File: config.mk
export PLATFORM = sky130hd
export DESIGN_NAME = mavlink_v1_frame_parser_top
export DESIGN_NICKNAME = d
export VERILOG_FILES = /design/src/hdl/mvp_pkg.sv /design/src/hdl/mvp_parse_core.sv /design/src/hdl/mavlink_v1_frame_parser_top.sv
export SDC_FILE = /design/constraint.sdc
export NUM_CORES = 1
export LEC_CHECK = 0
export ABC_AREA = 1
export BUFFER_PORTS_ARGS = -buffer_cell sky130_fd_sc_hd__buf_2
export CORE_MARGIN = 2
export CORE_UTILIZATION = 65
export DETAILED_ROUTE_END_ITERATION = 16
export GPL_TIMING_DRIVEN = 0
export PLACE_DENSITY = 0.84
export SYNTH_ARGS = -nofsm -noshare
export SYNTH_HDL_FRONTEND = slang
export SYNTH_HIERARCHICAL = 1
export SYNTH_SLANG_ARGS = --single-unit
export TNS_END_PERCENT = 100
File: constraint.sdc
create_clock -name clock -period 9 [get_ports clock]
set_clock_uncertainty 0.2 [all_clocks]
set_input_delay 0.45 -clock clock [delete_from_list [all_inputs] [get_ports clock]]
set_output_delay 0.45 -clock clock [all_outputs]
set_load 0.03 [all_outputs]
File: src/hdl/mvp_pkg.sv
`timescale 1ns / 1ps
`default_nettype none
// ----------------------------------------------------------------------------
// mvp_pkg: shared types and helpers for the MAVLink v1 frame parser
// Phase encoding, CSR table layout, result beat layout and the CRC byte step.
// ----------------------------------------------------------------------------
package mvp_pkg;

   localparam int unsigned TableEntries = 4;
   localparam int unsigned CsrIndexWidth = 4;

   localparam logic [7:0]  START_BYTE = 8'hFE;
   localparam logic [15:0] CRC_SEED   = 16'hFFFF;

   // CSR register map
   localparam logic [CsrIndexWidth-1:0] CSR_TABLE_ID_0 = 4'd0;
   localparam logic [CsrIndexWidth-1:0] CSR_TABLE_ID_1 = 4'd1;
   localparam logic [CsrIndexWidth-1:0] CSR_TABLE_ID_2 = 4'd2;
   localparam logic [CsrIndexWidth-1:0] CSR_TABLE_ID_3 = 4'd3;
   localparam logic [CsrIndexWidth-1:0] CSR_EXTRA_0    = 4'd4;
   localparam logic [CsrIndexWidth-1:0] CSR_EXTRA_1    = 4'd5;
   localparam logic [CsrIndexWidth-1:0] CSR_EXTRA_2    = 4'd6;
   localparam logic [CsrIndexWidth-1:0] CSR_EXTRA_3    = 4'd7;

   localparam logic [7:0] RST_TABLE_ID_0 = 8'd2;
   localparam logic [7:0] RST_TABLE_ID_1 = 8'd24;
   localparam logic [7:0] RST_TABLE_ID_2 = 8'd33;
   localparam logic [7:0] RST_TABLE_ID_3 = 8'd74;
   localparam logic [7:0] RST_EXTRA_0    = 8'd137;
   localparam logic [7:0] RST_EXTRA_1    = 8'd24;
   localparam logic [7:0] RST_EXTRA_2    = 8'd104;
   localparam logic [7:0] RST_EXTRA_3    = 8'd20;

   typedef enum logic [3:0] {
      PH_IDLE    = 4'd0,
      PH_LEN     = 4'd1,
      PH_SEQ     = 4'd2,
      PH_SYS     = 4'd3,
      PH_COMP    = 4'd4,
      PH_MSGID   = 4'd5,
      PH_PAYLOAD = 4'd6,
      PH_CRC1    = 4'd7,
      PH_CRC2    = 4'd8
   } phase_type;

   typedef struct packed {
      logic [TableEntries-1:0][7:0] ids;
      logic [TableEntries-1:0][7:0] extras;
   } extra_table_type;

   typedef struct packed {
      logic       is_payload;
      logic [7:0] payload_byte;
      logic [7:0] payload_index;
      logic       frame_end;
      logic       crc_ok;
      logic [7:0] frame_msg_id;
      logic [7:0] frame_len;
      logic       id_known;
   } result_type;

   typedef struct packed {
      logic       known;
      logic [7:0] extra;
   } lookup_type;

   // CRC-16/MCRF4XX, one byte
   function automatic logic [15:0] crc_step(input logic [15:0] crc, input logic [7:0] b);
      logic [7:0] t;
      t = b ^ crc[7:0];
      t = t ^ {t[3:0], 4'b0000};
      return {8'h00, crc[15:8]} ^ {t, 8'h00} ^ {5'b00000, t, 3'b000}
             ^ {12'h000, t[7:4]};
   endfunction

   // lowest-numbered matching entry wins; no match gives extra 0
   function automatic lookup_type extra_lookup(input logic [7:0] id,
                                               input extra_table_type tbl);
      lookup_type r;
      r.known = 1'b0;
      r.extra = 8'h00;
      for (int i = TableEntries - 1; i >= 0; i--) begin
         if (tbl.ids[i] == id) begin
            r.known = 1'b1;
            r.extra = tbl.extras[i];
         end
      end
      return r;
   endfunction

endpackage
`default_nettype wire

File: src/hdl/mvp_parse_core.sv
`timescale 1ns / 1ps
`default_nettype none
// ----------------------------------------------------------------------------
// mvp_parse_core: frame state machine and running checksum
// Takes one byte per accept strobe, updates the frame state and produces the
// result beat for that byte combinationally.
// ----------------------------------------------------------------------------
module mvp_parse_core
   import mvp_pkg::*;
(
   input  wire logic            clock,
   input  wire logic            reset,
   input  wire logic            accept,
   input  wire logic [7:0]      rx_byte,
   input  wire extra_table_type tbl,
   output result_type           result
);

   phase_type   phase_ff, phase_in;
   logic [7:0]  declared_len_ff, declared_len_in;
   logic [7:0]  byte_count_ff, byte_count_in;
   logic [7:0]  current_id_ff, current_id_in;
   logic [7:0]  crc_low_ff, crc_low_in;
   logic [15:0] crc_ff, crc_in;
   logic [15:0] crc_byte;
   lookup_type  lk;

   assign byte_count_in = (phase_ff == PH_PAYLOAD) ? byte_count_ff + 8'd1 : 8'd0;
   assign current_id_in = (phase_ff == PH_MSGID) ? rx_byte : current_id_ff;
   assign declared_len_in = (phase_ff == PH_LEN) ? rx_byte : declared_len_ff;
   assign lk = extra_lookup(current_id_in, tbl);
   assign crc_byte = crc_step((phase_ff == PH_LEN) ? CRC_SEED : crc_ff, rx_byte);

   // next phase
   always_comb begin
      case (phase_ff)
         PH_IDLE:    phase_in = (rx_byte == START_BYTE) ? PH_LEN : PH_IDLE;
         PH_LEN:     phase_in = PH_SEQ;
         PH_SEQ:     phase_in = PH_SYS;
         PH_SYS:     phase_in = PH_COMP;
         PH_COMP:    phase_in = PH_MSGID;
         PH_MSGID:   phase_in = (declared_len_ff != 8'd0) ? PH_PAYLOAD : PH_CRC1;
         PH_PAYLOAD: phase_in = (byte_count_in >= declared_len_ff) ? PH_CRC1 : PH_PAYLOAD;
         PH_CRC1:    phase_in = PH_CRC2;
         PH_CRC2:    phase_in = PH_IDLE;
         default:    phase_in = PH_IDLE;
      endcase
   end

   // datapath and result
   always_comb begin
      crc_in     = crc_ff;
      crc_low_in = crc_low_ff;
      result     = '0;
      case (phase_ff)
         PH_LEN, PH_SEQ, PH_SYS, PH_COMP: begin
            crc_in = crc_byte;
         end
         PH_MSGID: begin
            crc_in = (declared_len_ff != 8'd0) ? crc_byte : crc_step(crc_byte, lk.extra);
         end
         PH_PAYLOAD: begin
            result.is_payload    = 1'b1;
            result.payload_byte  = rx_byte;
            result.payload_index = byte_count_ff;
            crc_in = (byte_count_in >= declared_len_ff) ? crc_step(crc_byte, lk.extra)
                                                        : crc_byte;
         end
         PH_CRC1: begin
            crc_low_in = rx_byte;
         end
         PH_CRC2: begin
            result.frame_end = 1'b1;
            result.crc_ok    = ({rx_byte, crc_low_ff} == crc_ff);
         end
         default: begin
         end
      endcase
      result.frame_msg_id = current_id_in;
      result.frame_len    = declared_len_in;
      result.id_known     = lk.known;
   end

   always_ff @(posedge clock) begin
      if (reset) begin
         phase_ff        <= PH_IDLE;
         declared_len_ff <= 8'd0;
         byte_count_ff   <= 8'd0;
         current_id_ff   <= 8'd0;
         crc_low_ff      <= 8'd0;
         crc_ff          <= CRC_SEED;
      end else if (accept) begin
         phase_ff        <= phase_in;
         declared_len_ff <= declared_len_in;
         byte_count_ff   <= byte_count_in;
         current_id_ff   <= current_id_in;
         crc_low_ff      <= crc_low_in;
         crc_ff          <= crc_in;
      end
   end

endmodule
`default_nettype wire

File: src/hdl/mavlink_v1_frame_parser_top.sv
`timescale 1ns / 1ps
`default_nettype none
// ----------------------------------------------------------------------------
// mavlink_v1_frame_parser_top: MAVLink v1 byte-stream frame parser
// Hunts for frames, passes payload bytes out with their index and reports
// the CRC-16/MCRF4XX verdict (with per-id extra byte) on the last byte.
// ----------------------------------------------------------------------------
//
//  channel  direction  handshake            payload
//  -------  ---------  -------------------  ---------------------------------
//  req      in         req_valid/req_stall  req_rx_byte
//  rsp      out        rsp_valid/rsp_stall  rsp_is_payload .. rsp_id_known
//  csr      in         csr_valid/csr_ready  csr_index, csr_wdata
//
//  Every input beat yields exactly one registered result beat.
//  Sustained rate is one beat per cycle while rsp_stall is low; the frame
//  state and checksum update is a single combinational step in mvp_parse_core.
//  Output register plus one skid entry: input keeps flowing while a result
//  waits; req_stall rises only when the skid entry is occupied.
//  Synchronous active-high reset clears frame state, valids and loads the
//  default extra-byte table. csr_ready is always high.
//
// ----------------------------------------------------------------------------
module mavlink_v1_frame_parser_top
   import mvp_pkg::*;
(
   input  wire logic                     clock,
   input  wire logic                     reset,

   input  wire logic                     req_valid,
   output      logic                     req_stall,
   input  wire logic [7:0]               req_rx_byte,

   output      logic                     rsp_valid,
   input  wire logic                     rsp_stall,
   output      logic                     rsp_is_payload,
   output      logic [7:0]               rsp_payload_byte,
   output      logic [7:0]               rsp_payload_index,
   output      logic                     rsp_frame_end,
   output      logic                     rsp_crc_ok,
   output      logic [7:0]               rsp_frame_msg_id,
   output      logic [7:0]               rsp_frame_len,
   output      logic                     rsp_id_known,

   input  wire logic                     csr_valid,
   output      logic                     csr_ready,
   input  wire logic [CsrIndexWidth-1:0] csr_index,
   input  wire logic [7:0]               csr_wdata
);

   extra_table_type tbl_ff;
   result_type      core_result;
   result_type      out_ff;
   result_type      skid_ff;
   logic            out_valid_ff;
   logic            skid_valid_ff;
   logic            req_take;
   logic            out_take;

   // ---- CSR table --------------------------------------------------------
   assign csr_ready = 1'b1;

   always_ff @(posedge clock) begin
      if (reset) begin
         tbl_ff.ids    <= {RST_TABLE_ID_3, RST_TABLE_ID_2, RST_TABLE_ID_1, RST_TABLE_ID_0};
         tbl_ff.extras <= {RST_EXTRA_3, RST_EXTRA_2, RST_EXTRA_1, RST_EXTRA_0};
      end else if (csr_valid && csr_ready) begin
         case (csr_index)
            CSR_TABLE_ID_0: tbl_ff.ids[0]    <= csr_wdata;
            CSR_TABLE_ID_1: tbl_ff.ids[1]    <= csr_wdata;
            CSR_TABLE_ID_2: tbl_ff.ids[2]    <= csr_wdata;
            CSR_TABLE_ID_3: tbl_ff.ids[3]    <= csr_wdata;
            CSR_EXTRA_0:    tbl_ff.extras[0] <= csr_wdata;
            CSR_EXTRA_1:    tbl_ff.extras[1] <= csr_wdata;
            CSR_EXTRA_2:    tbl_ff.extras[2] <= csr_wdata;
            CSR_EXTRA_3:    tbl_ff.extras[3] <= csr_wdata;
            default: begin
               // unmapped index: write dropped
            end
         endcase
      end
   end

   // ---- parser -----------------------------------------------------------
   assign req_stall = skid_valid_ff;
   assign req_take  = req_valid && !req_stall;
   assign out_take  = out_valid_ff && !rsp_stall;

   mvp_parse_core u_core (
      .clock   (clock),
      .reset   (reset),
      .accept  (req_take),
      .rx_byte (req_rx_byte),
      .tbl     (tbl_ff),
      .result  (core_result)
   );

   // ---- output register + skid entry -------------------------------------
   always_ff @(posedge clock) begin
      if (reset) begin
         out_valid_ff  <= 1'b0;
         skid_valid_ff <= 1'b0;
      end else if (skid_valid_ff) begin
         // no new beat can enter while the skid entry is full
         if (out_take) begin
            skid_valid_ff <= 1'b0;
         end
      end else if (req_take) begin
         if (out_valid_ff && !out_take) begin
            skid_valid_ff <= 1'b1;
         end else begin
            out_valid_ff <= 1'b1;
         end
      end else if (out_take) begin
         out_valid_ff <= 1'b0;
      end
   end

   always_ff @(posedge clock) begin
      if (skid_valid_ff) begin
         if (out_take) begin
            out_ff <= skid_ff;
         end
      end else if (req_take) begin
         if (out_valid_ff && !out_take) begin
            skid_ff <= core_result;
         end else begin
            out_ff <= core_result;
         end
      end
   end

   assign rsp_valid         = out_valid_ff;
   assign rsp_is_payload    = out_ff.is_payload;
   assign rsp_payload_byte  = out_ff.payload_byte;
   assign rsp_payload_index = out_ff.payload_index;
   assign rsp_frame_end     = out_ff.frame_end;
   assign rsp_crc_ok        = out_ff.crc_ok;
   assign rsp_frame_msg_id  = out_ff.frame_msg_id;
   assign rsp_frame_len     = out_ff.frame_len;
   assign rsp_id_known      = out_ff.id_known;

endmodule
`default_nettype wire
==> results of run 1 <==
## cells in the final DEF, fill, tap and decap left out, types with 35 or more instances in the layout
| cell type | netlist | final |
|---|---|---|
| inv_1 | 173 | 172 |
| a21oi_1 | 51 | 51 |
| nand4_1 | 35 | 35 |
| nand3_1 | 123 | 123 |
| buf_2 | 14 | 76 |
| o21ai_0 | 64 | 64 |
| edfxtp_1 | 72 | 72 |
| dfxtp_1 | 118 | 118 |
| nor2_1 | 134 | 134 |
| nand2_1 | 461 | 461 |
## cells in the mapped netlist (all sizes together)
| library cell | count | share of area, % |
|---|---|---|
| ha | 9 | 1.1 |
| nor3 | 6 | 0.33 |
| clkinv | 2 | 0.071 |
| a21bo | 1 | 0.095 |
| buf | 35 | 1.9 |
| nor4 | 7 | 0.42 |
| xor2 | 38 | 3.9 |
| conb | 1 | 0.036 |
| edfxtp | 72 | 20 |
| nand3 | 127 | 6.3 |
| nor2 | 151 | 6.1 |
| inv | 184 | 6.6 |
| a31o | 1 | 0.083 |
| and2 | 1 | 0.059 |
| a31oi | 1 | 0.059 |
| a21oi | 51 | 2.4 |
| o21bai | 2 | 0.21 |
| o2111ai | 1 | 0.083 |
| nand4 | 35 | 2.1 |
| xnor2 | 7 | 0.79 |
| o21ai | 76 | 3.6 |
| a211oi | 3 | 0.21 |
| dfxtp | 118 | 22 |
| o41ai | 1 | 0.083 |
| nand3b | 2 | 0.14 |
| clkbuf | 22 | 0.78 |
| nand2 | 478 | 18 |
| o22ai | 4 | 0.24 |
| o211ai | 10 | 0.71 |
| or2 | 17 | 1.0 |
| a221oi | 3 | 0.25 |
## stage by stage
step | hold WS, ns | instances
finish | 0.0217 | 1777
global route | 0.0460 | 1777
CTS | 0.0234 | 1776
detailed placement | 0.255 | 1744
global placement | 0.245 | 1744
floorplan | 0.234 | 1466
## worst register-to-register path: stages, from the launching register on
cell       delay, ns
dfxtp_1         0.39
inv_2           0.07
nor2_4          0.12
buf_4           0.19
buf_6           0.16
inv_1           0.10
nor3_2          0.48
inv_1           0.14
clkbuf_1        0.29
nor3_1          0.42
ha_1            0.20
nand2_1         0.07
nor2_1          0.14
nand4_1         0.11
o2111ai_1       0.16
nor2_1          0.10
inv_1           0.08
nand3_1         0.27
inv_1           0.33
o21ai_0         0.14
inv_1           0.07
nand2_1         0.09
nand2_1         0.07
nand2_1         0.04
## cells by family (layout without fill, tap and decap cells)
kind of cell,after synthesis,after routing,synth area share (%)
DFF,190,190,42.9
adders and majority gates,9,9,1.07
AOI/OAI and AO/OA,154,154,8.05
xor gates and xnor gates,45,45,4.66
other,1,1,0.0355
buffers and inverters,243,338,9.37
and+or+nand+nor,824,824,33.9
## metal layers
metal  routed length (um)  track usage (%)  up-vias
met5                    0                0        -
met4                  993             14.3        0
met3                 2600             5.36      102
met2                13500             55.8      532
met1                11500             43.5     4696
li1                     -                -     4851
## state kept, by name, indices dropped and copies added, names as in the netlist, 4 cells and up
signal,count
skid_ff,36
rsp_payload_index,8
u_core/crc_low_ff,8
u_core/phase_ff,4
u_core/crc_ff,16
u_core/byte_count_ff,8
tbl_ff,64
rsp_frame_len,8
u_core/current_id_ff,8
rsp_frame_msg_id,8
u_core/declared_len_ff,8
rsp_payload_byte,8
## report_power, final
| part | total [W] | internal, W | switching (W) |
|---|---|---|---|
| logic | 0.000288 | 0.0000789 | 0.000209 |
| registers | 0.000938 | 0.000925 | 0.0000133 |
| clock network | 0.000723 | 0.000364 | 0.000359 |
## area by class of cell
cell class,instances,area [um^2],share of cell area (%)
inverters,186,701,5.98
clock buffers,18,429,3.66
clock inverters,14,131,1.12
multi-input cells,1033,5040,43.0
plain buffers,57,288,2.46
repair buffers,63,338,2.88
well taps,216,270,2.31
flip-flops and latches,190,4520,38.6
## path summary, 6_finish.rpt
path	startpoint	slack [ns]	to
hold reg to reg	tbl_ff[7]$_SDFFE_PP1P_	0.27	tbl_ff[7]$_SDFFE_PP1P_
setup / recovery	u_core/phase_ff[2]$_SDFFE_PP0P_	4.45	u_core/crc_ff[9]$_SDFFE_PP1P_
hold / removal	csr_wdata[2]	0.02	tbl_ff[26]$_SDFFE_PP1P_
setup reg to reg	u_core/phase_ff[2]$_SDFFE_PP0P_	4.45	u_core/crc_ff[9]$_SDFFE_PP1P_
==> impl_metrics.csv, run 1 <==
group,metric,value,unit
run_status,status,"finished, final reports clean",
clock_network,cts_buffers,17,
finish,layout.core_utilization,73.8,%
clock_network,post_cts.resized_instances,0,
yosys,syn_nets,1500,
timing,finish_stage_setup_viols,0,
power,power.ir.vdd_worst,0.000144,V
die,core,0.0159,mm^2
route,num_vias,10200,
clock_network,worstSkewPairLatency,0.44,ns
placement,final_replace_weighted_congestion,0.975,
route,detail_route.first_pass.iterations,5,
power,power_per_cell_area,166,mW/mm^2
clock_network,cts_tree,"done",
min_path,whs_path_depth,3,
clock_network,cts_root_buffer,"clkbuf_16",
clock_network,post_cts_repair_timing_setup_buffer_count,0,
route,post-route-drc-count,0,
yosys,synth.lib_cells_used.distinct,52,
clock_network,cts_sinks,190,
yosys,synth_sequential_area_ratio,42.9,%
timing,maxSlewHeadroom,45.8,%
critical_path,slowest_stage,"nor3_2",
timing,fin_tns_setup,0,ns
critical_path,critPathMaxStageDelay,0.48,ns
critical_path,critPathMaxFanout,10,
global_routing,first_pass_grt_wire_length,46300,um
clock_network,clkTransAtPathRegs,0.07,ns
die,die_width,131,um
yosys,synthCells,1466,
run,cap_violations,0,
critical_path,critPathTopFamily,"simple AND/OR/NAND/NOR gates",
finish,n_fill_cell,1286,
die,pin_count,64,
power,total_leakage_power,5.48,nW
yosys,synth_area_per_cell,7.20,um^2
global_routing,grt_antenna_before_repair,0,
power,design_power_total,0.00195,W
timing,report.final.slew_viol_count,0,
placement,dpl.hpwl,21000,um
critical_path,rr_worst_depth,23,
route,vias_per_cell,5.73,
yosys,synth.ff_latch_count,190,
placement,preCtsSetupSlack,4.67,ns
critical_path,startpoint_type,"register",
placement,dpl-instance-area,0.0111,mm^2
timing,rsz0062_at_grt,"false",
yosys,yosys_warning_count,6,
clock_network,holdBufCountCts,0,
finish,synthToLayoutAreaGrowth,11.1,%
critical_path,worstSetupEndpointType,"register",
global_routing,grtUsageTotal,33.5,%
placement,io_buffers,62,
critical_path,worstSetupPathDepth,23,
critical_path,cell_mode_on_critical_path,"inv_1",
critical_path,path_class,"register to register",
timing,final_min_period,4.55,ns
finish,drive_gt1_share,12.0,%
finish,final_net_count,1582,
global_routing,maximum_number_of_pins_on_one_net_before_global_route_repair,37,
min_path,hold_path_class,"input pin to register",
critical_path,crit_path_cell_trace,"inv_2 > nor2_4 > buf_4 > buf_6 > inv_1 > nor3_2 > inv_1 > clkbuf_1 > nor3_1 > ha_1 > nand2_1 > nor2_1 > nand4_1 > o2111ai_1 > nor2_1 > inv_1 > nand3_1 > inv_1 > o21ai_0 > inv_1 > nand2_1 > nand2_1 > nand2_1",
timing,period_share,50.5,%
route,routed_wire_length_per_instance,16.1,um
die,chip_height,131,um
timing,fmax,220,MHz
timing,fin_ws,4.45,ns
die,die_area,0.0173,mm^2
yosys,synthesis.area,0.0106,mm^2
timing,tightest_slew,0.813,ns
clock_network,h_tree_depth,4,
critical_path,cp_data_arrival_time,4.67,ns
clock_network,cts-root-to-sink-buffers,2,
route,postRouteWirelength,28600,um
timing,timing_hold_violations_final,0,
global_routing,grt_pass1_vias,9507,
die,num_rows,46,
route,iteration_0_drc_count_of_the_detailed_router,1129,
global_routing,grt.overflow.total,0,
critical_path,critPathBufInv,9,
die,initial_utilization,66.4,%
critical_path,worst-endpoint-required,9.12,ns
finish,fin_area,0.0117,mm^2
route,final_antenna_net_count,0,
finish,insertedDiodeCount,0,
Power figures use the tool's default switching activity.
==> run 2, diff against run 1 <==
--- a/config.mk
+++ b/config.mk
@@ -8,10 +8,10 @@
 export ABC_AREA = 1
 export BUFFER_PORTS_ARGS = -buffer_cell sky130_fd_sc_hd__buf_2
 export CORE_MARGIN = 2
-export CORE_UTILIZATION = 65
+export CORE_UTILIZATION = 56
 export DETAILED_ROUTE_END_ITERATION = 16
 export GPL_TIMING_DRIVEN = 0
-export PLACE_DENSITY = 0.84
+export PLACE_DENSITY = 0.77
 export SYNTH_ARGS = -nofsm -noshare
 export SYNTH_HDL_FRONTEND = slang
 export SYNTH_HIERARCHICAL = 1
==> constraint.sdc (replaced) <==
create_clock -name clock -period 3.7 [get_ports clock]
set_clock_uncertainty 0.2 [all_clocks]
set_input_delay 0.185 -clock clock [delete_from_list [all_inputs] [get_ports clock]]
set_output_delay 0.185 -clock clock [all_outputs]
set_load 0.03 [all_outputs]
==> run 2 against run 1 <==
Wire length fell by 1.3%. Fmax rose by 30%. Combinational power rose by 140%. Flip-flop and latch count did not move. Sequential share of layout area fell by 1.1 points. Worst hold slack got worse by 0.0065 ns. Final area rose by 2.9%. Critical path type unchanged. Largest power group unchanged.
==> impl_metrics.csv, run 2 (same netlist as run 1, synthesis figures left out) <==
group,metric,value,unit
route,final_antenna_net_count,0,
critical_path,critPathMaxFanout,10,
route,iteration_0_drc_count_of_the_detailed_router,1136,
finish,layout.area.seq,0.00453,mm^2
finish,top_register,"tbl_ff",
placement,placedCellCount,1762,
min_path,hold_path_class,"input pin to register",
timing,fmax,285,MHz
die,pin_count,64,
global_routing,grt_busiest_layer,"met2",
timing,hold_slack,0.0151,ns
finish,most-common-layout-cells,"460 x nand2_1, 171 x inv_1, 133 x nor2_1",
timing,finish_stage_setup_viols,0,
min_path,launch_instance_of_the_worst_min_delay_path,"csr_index[0]",
finish,insertedDiodeCount,0,
finish,synthToLayoutAreaGrowth,14.3,%
clock_network,cts_root_buffer,"clkbuf_16",
min_path,whs_endpoint,"tbl_ff[16]$_SDFFE_PP0P_",
run,cap_violations,0,
finish,drive_gt1_share,12.7,%
critical_path,worst-r2r-setup-slack,0.19,ns
critical_path,worst-endpoint-required,3.88,ns
route,post-route-drc-count,0,
global_routing,first_pass_grt_wire_length,45700,um
critical_path,cp_data_arrival_time,3.69,ns
power,combPwrFrac,14.4,%
route,vias_per_cell,5.52,
global_routing,groute.layer.met3.usage,3.85,%
finish,final_net_count,1605,
finish,largest_register_ffs,64,
clock_network,cts_buffers,17,
die,die_width,141,um
placement,preCtsSetupSlack,-0.490,ns
timing,timing_hold_violations_final,0,
finish,n_fill_cell,1613,
route,num_vias,10000,
finish,largestRegisters,"tbl_ff: 64 flops, skid_ff: 36 flops, u_core/crc_ff: 16 flops",
timing,final_min_period,3.51,ns
run_status,status,"finished, final reports clean",
timing,maxSlewHeadroom,45.1,%
route,postRouteWirelength,28200,um
die,core,0.0186,mm^2
power,total_leakage_power,5.61,nW
critical_path,startpoint_type,"register",
critical_path,worstSetupEndpointType,"register",
die,chip_height,141,um
placement,final_replace_weighted_congestion,0.943,
global_routing,grt.overflow.total,0,
critical_path,rr_worst_depth,21,
route,routed_wire_length_per_instance,15.5,um
timing,report.final.slew_viol_count,0,
placement,dpl.hpwl,20500,um
clock_network,cts-root-to-sink-buffers,2,
global_routing,maximum_number_of_pins_on_one_net_before_global_route_repair,37,
clock_network,h_tree_depth,4,
timing,tightest_slew,0.824,ns
global_routing,gr-usage-met2,46.8,%
clock_network,cts_sinks,190,
power,power.ir.vdd_worst,0.000336,V
min_path,whs_path_depth,5,
power,switchingPower,0.00141,W
finish,layout.cells.most_common,"nand2_1",
global_routing,grt_antenna_before_repair,0,
finish,layout.core_utilization,64.9,%
placement,io_buffers,62,
route,detail_route.first_pass.iterations,7,
power,seqPwrFrac,46.7,%
die,num_rows,50,
power,power_per_cell_area,405,mW/mm^2
global_routing,grtUsageTotal,28.9,%
die,initial_utilization,56.8,%
critical_path,r2r_start,"u_core/phase_ff[2]$_SDFFE_PP0P_",
power,power_frac_clock,38.9,%
finish,final_cell_count_no_fill,1818,
power,switch_share,28.9,%
critical_path,worst_r2r_end,"u_core/crc_ff[11]$_SDFFE_PP1P_",
power,p_int,0.00347,W
finish,multiInputGateArea,0.00508,mm^2
clock_network,cts_tree,"done",
power,design_power_total,0.00489,W
die,die_area,0.0200,mm^2
critical_path,path_class,"register to register",
global_routing,met1_usage_grt,39.1,%
global_routing,grt_pass1_vias,9122,
clock_network,clkTransAtPathRegs,0.07,ns
timing,fin_ws,0.192,ns
timing,period_share,94.8,%
clock_network,worstSkewPairLatency,0.44,ns
-- run 2: cell types whose count changed in the layout (fill, tap and decap cells not counted), moves of 2 or more --
| cell | previous run | this run |
|---|---|---|
| buf_4 | 2 | 5 |
| buf_6 | 5 | 7 |
| bufinv_16 | 0 | 2 |
| clkbuf_1 | 23 | 21 |
| clkinvlp_4 | 5 | 2 |
| dfxtp_1 | 118 | 116 |
| dfxtp_2 | 0 | 2 |
| dlygate4sd3_1 | 0 | 18 |
| inv_6 | 2 | 5 |
| nor3_1 | 5 | 3 |
| nor3_4 | 0 | 2 |
| o21ai_0 | 64 | 60 |
| o21ai_1 | 12 | 16 |
-- run 2: worst max-delay path by stage --
stage,slack (ns),end,cells past startpoint,start
6_report,0.19,u_core/crc_ff[11]$_SDFFE_PP1P_,21,u_core/phase_ff[2]$_SDFFE_PP0P_
5_1_grt,-0.003,u_core/crc_ff[15]$_SDFFE_PP1P_,22,u_core/byte_count_ff[0]$_SDFFE_PP0P_
4_1_cts,0.04,u_core/crc_ff[11]$_SDFFE_PP1P_,21,u_core/phase_ff[2]$_SDFFE_PP0P_
3_5_place_dp,-0.49,u_core/crc_ff[7]$_SDFFE_PP1P_,23,u_core/phase_ff[2]$_SDFFE_PP0P_
3_3_place_gp,-0.47,u_core/crc_ff[7]$_SDFFE_PP1P_,23,u_core/phase_ff[2]$_SDFFE_PP0P_
2_1_floorplan,0.33,u_core/crc_ff[11]$_SDFFE_PP1P_,21,u_core/phase_ff[2]$_SDFFE_PP0P_
-- run 2: area by class of cell --
class                      instances  area share, %
timing repair buffer              85           4.58
sequential                       190           37.5
buffer                            57           2.45
inverter                         186           5.81
clock inverter                    15           1.46
timing repair inverter             1         0.0623
multi-input combinational       1033           42.1
tap                              234           2.43
clock buffer                      17           3.53
-- run 2: worst max-delay path, stage by stage, from the launching register on --
cell and delay, ns:
dfxtp_2 0.35, inv_2 0.05, nor2_4 0.13, buf_6 0.16, buf_6 0.15, inv_1 0.09, nor3_4 0.15, inv_1 0.07
buf_4 0.18, nor3_2 0.22, ha_1 0.28, nand2_1 0.09, nor2_1 0.06, nand4_1 0.07, o2111ai_1 0.16, nor2_1 0.20
inv_1 0.12, nand3_4 0.13, clkinvlp_4 0.16, o211ai_1 0.22, o21ai_0 0.13, nand2_1 0.07
-- run 2: power by group through the flow --
stage	sequential (W)	clock, W	combinational [W]
6_report	0.00228	0.00190	0.000705
5_1_grt	0.00229	0.00199	0.000781
4_1_cts	0.00228	0.00191	0.000691
3_5_place_dp	0.00233	0	0.000673
3_3_place_gp	0.00233	0	0.000662
2_1_floorplan	0.00239	0	0.000415
-- run 2: through the flow --
stage               area, um^2   TNS, ns
floorplan                10600         0
global placement         11200     -5.82
detailed placement       11200     -6.37
CTS                      12000         0
global route             12100  -0.00260
finish                   12100         0
-- run 2: metal layers --
metal | vias to the layer above | part of all wire, %
met5 | - | 0
met4 | 0 | 3.4
met3 | 82 | 7.4
met2 | 440 | 46
met1 | 4615 | 43
li1 | 4895 | -
-- run 2: what timing repair did --
action | CTS | global route
resized for setup | 7 | 16
setup buffers | 1 | 3
endpoints found under the setup margin | 17 | 17
hold buffers | 18 | 0
pin swaps | 1 | 6
hold endpoints to repair | 23 | 0
cloned | 1 | 0
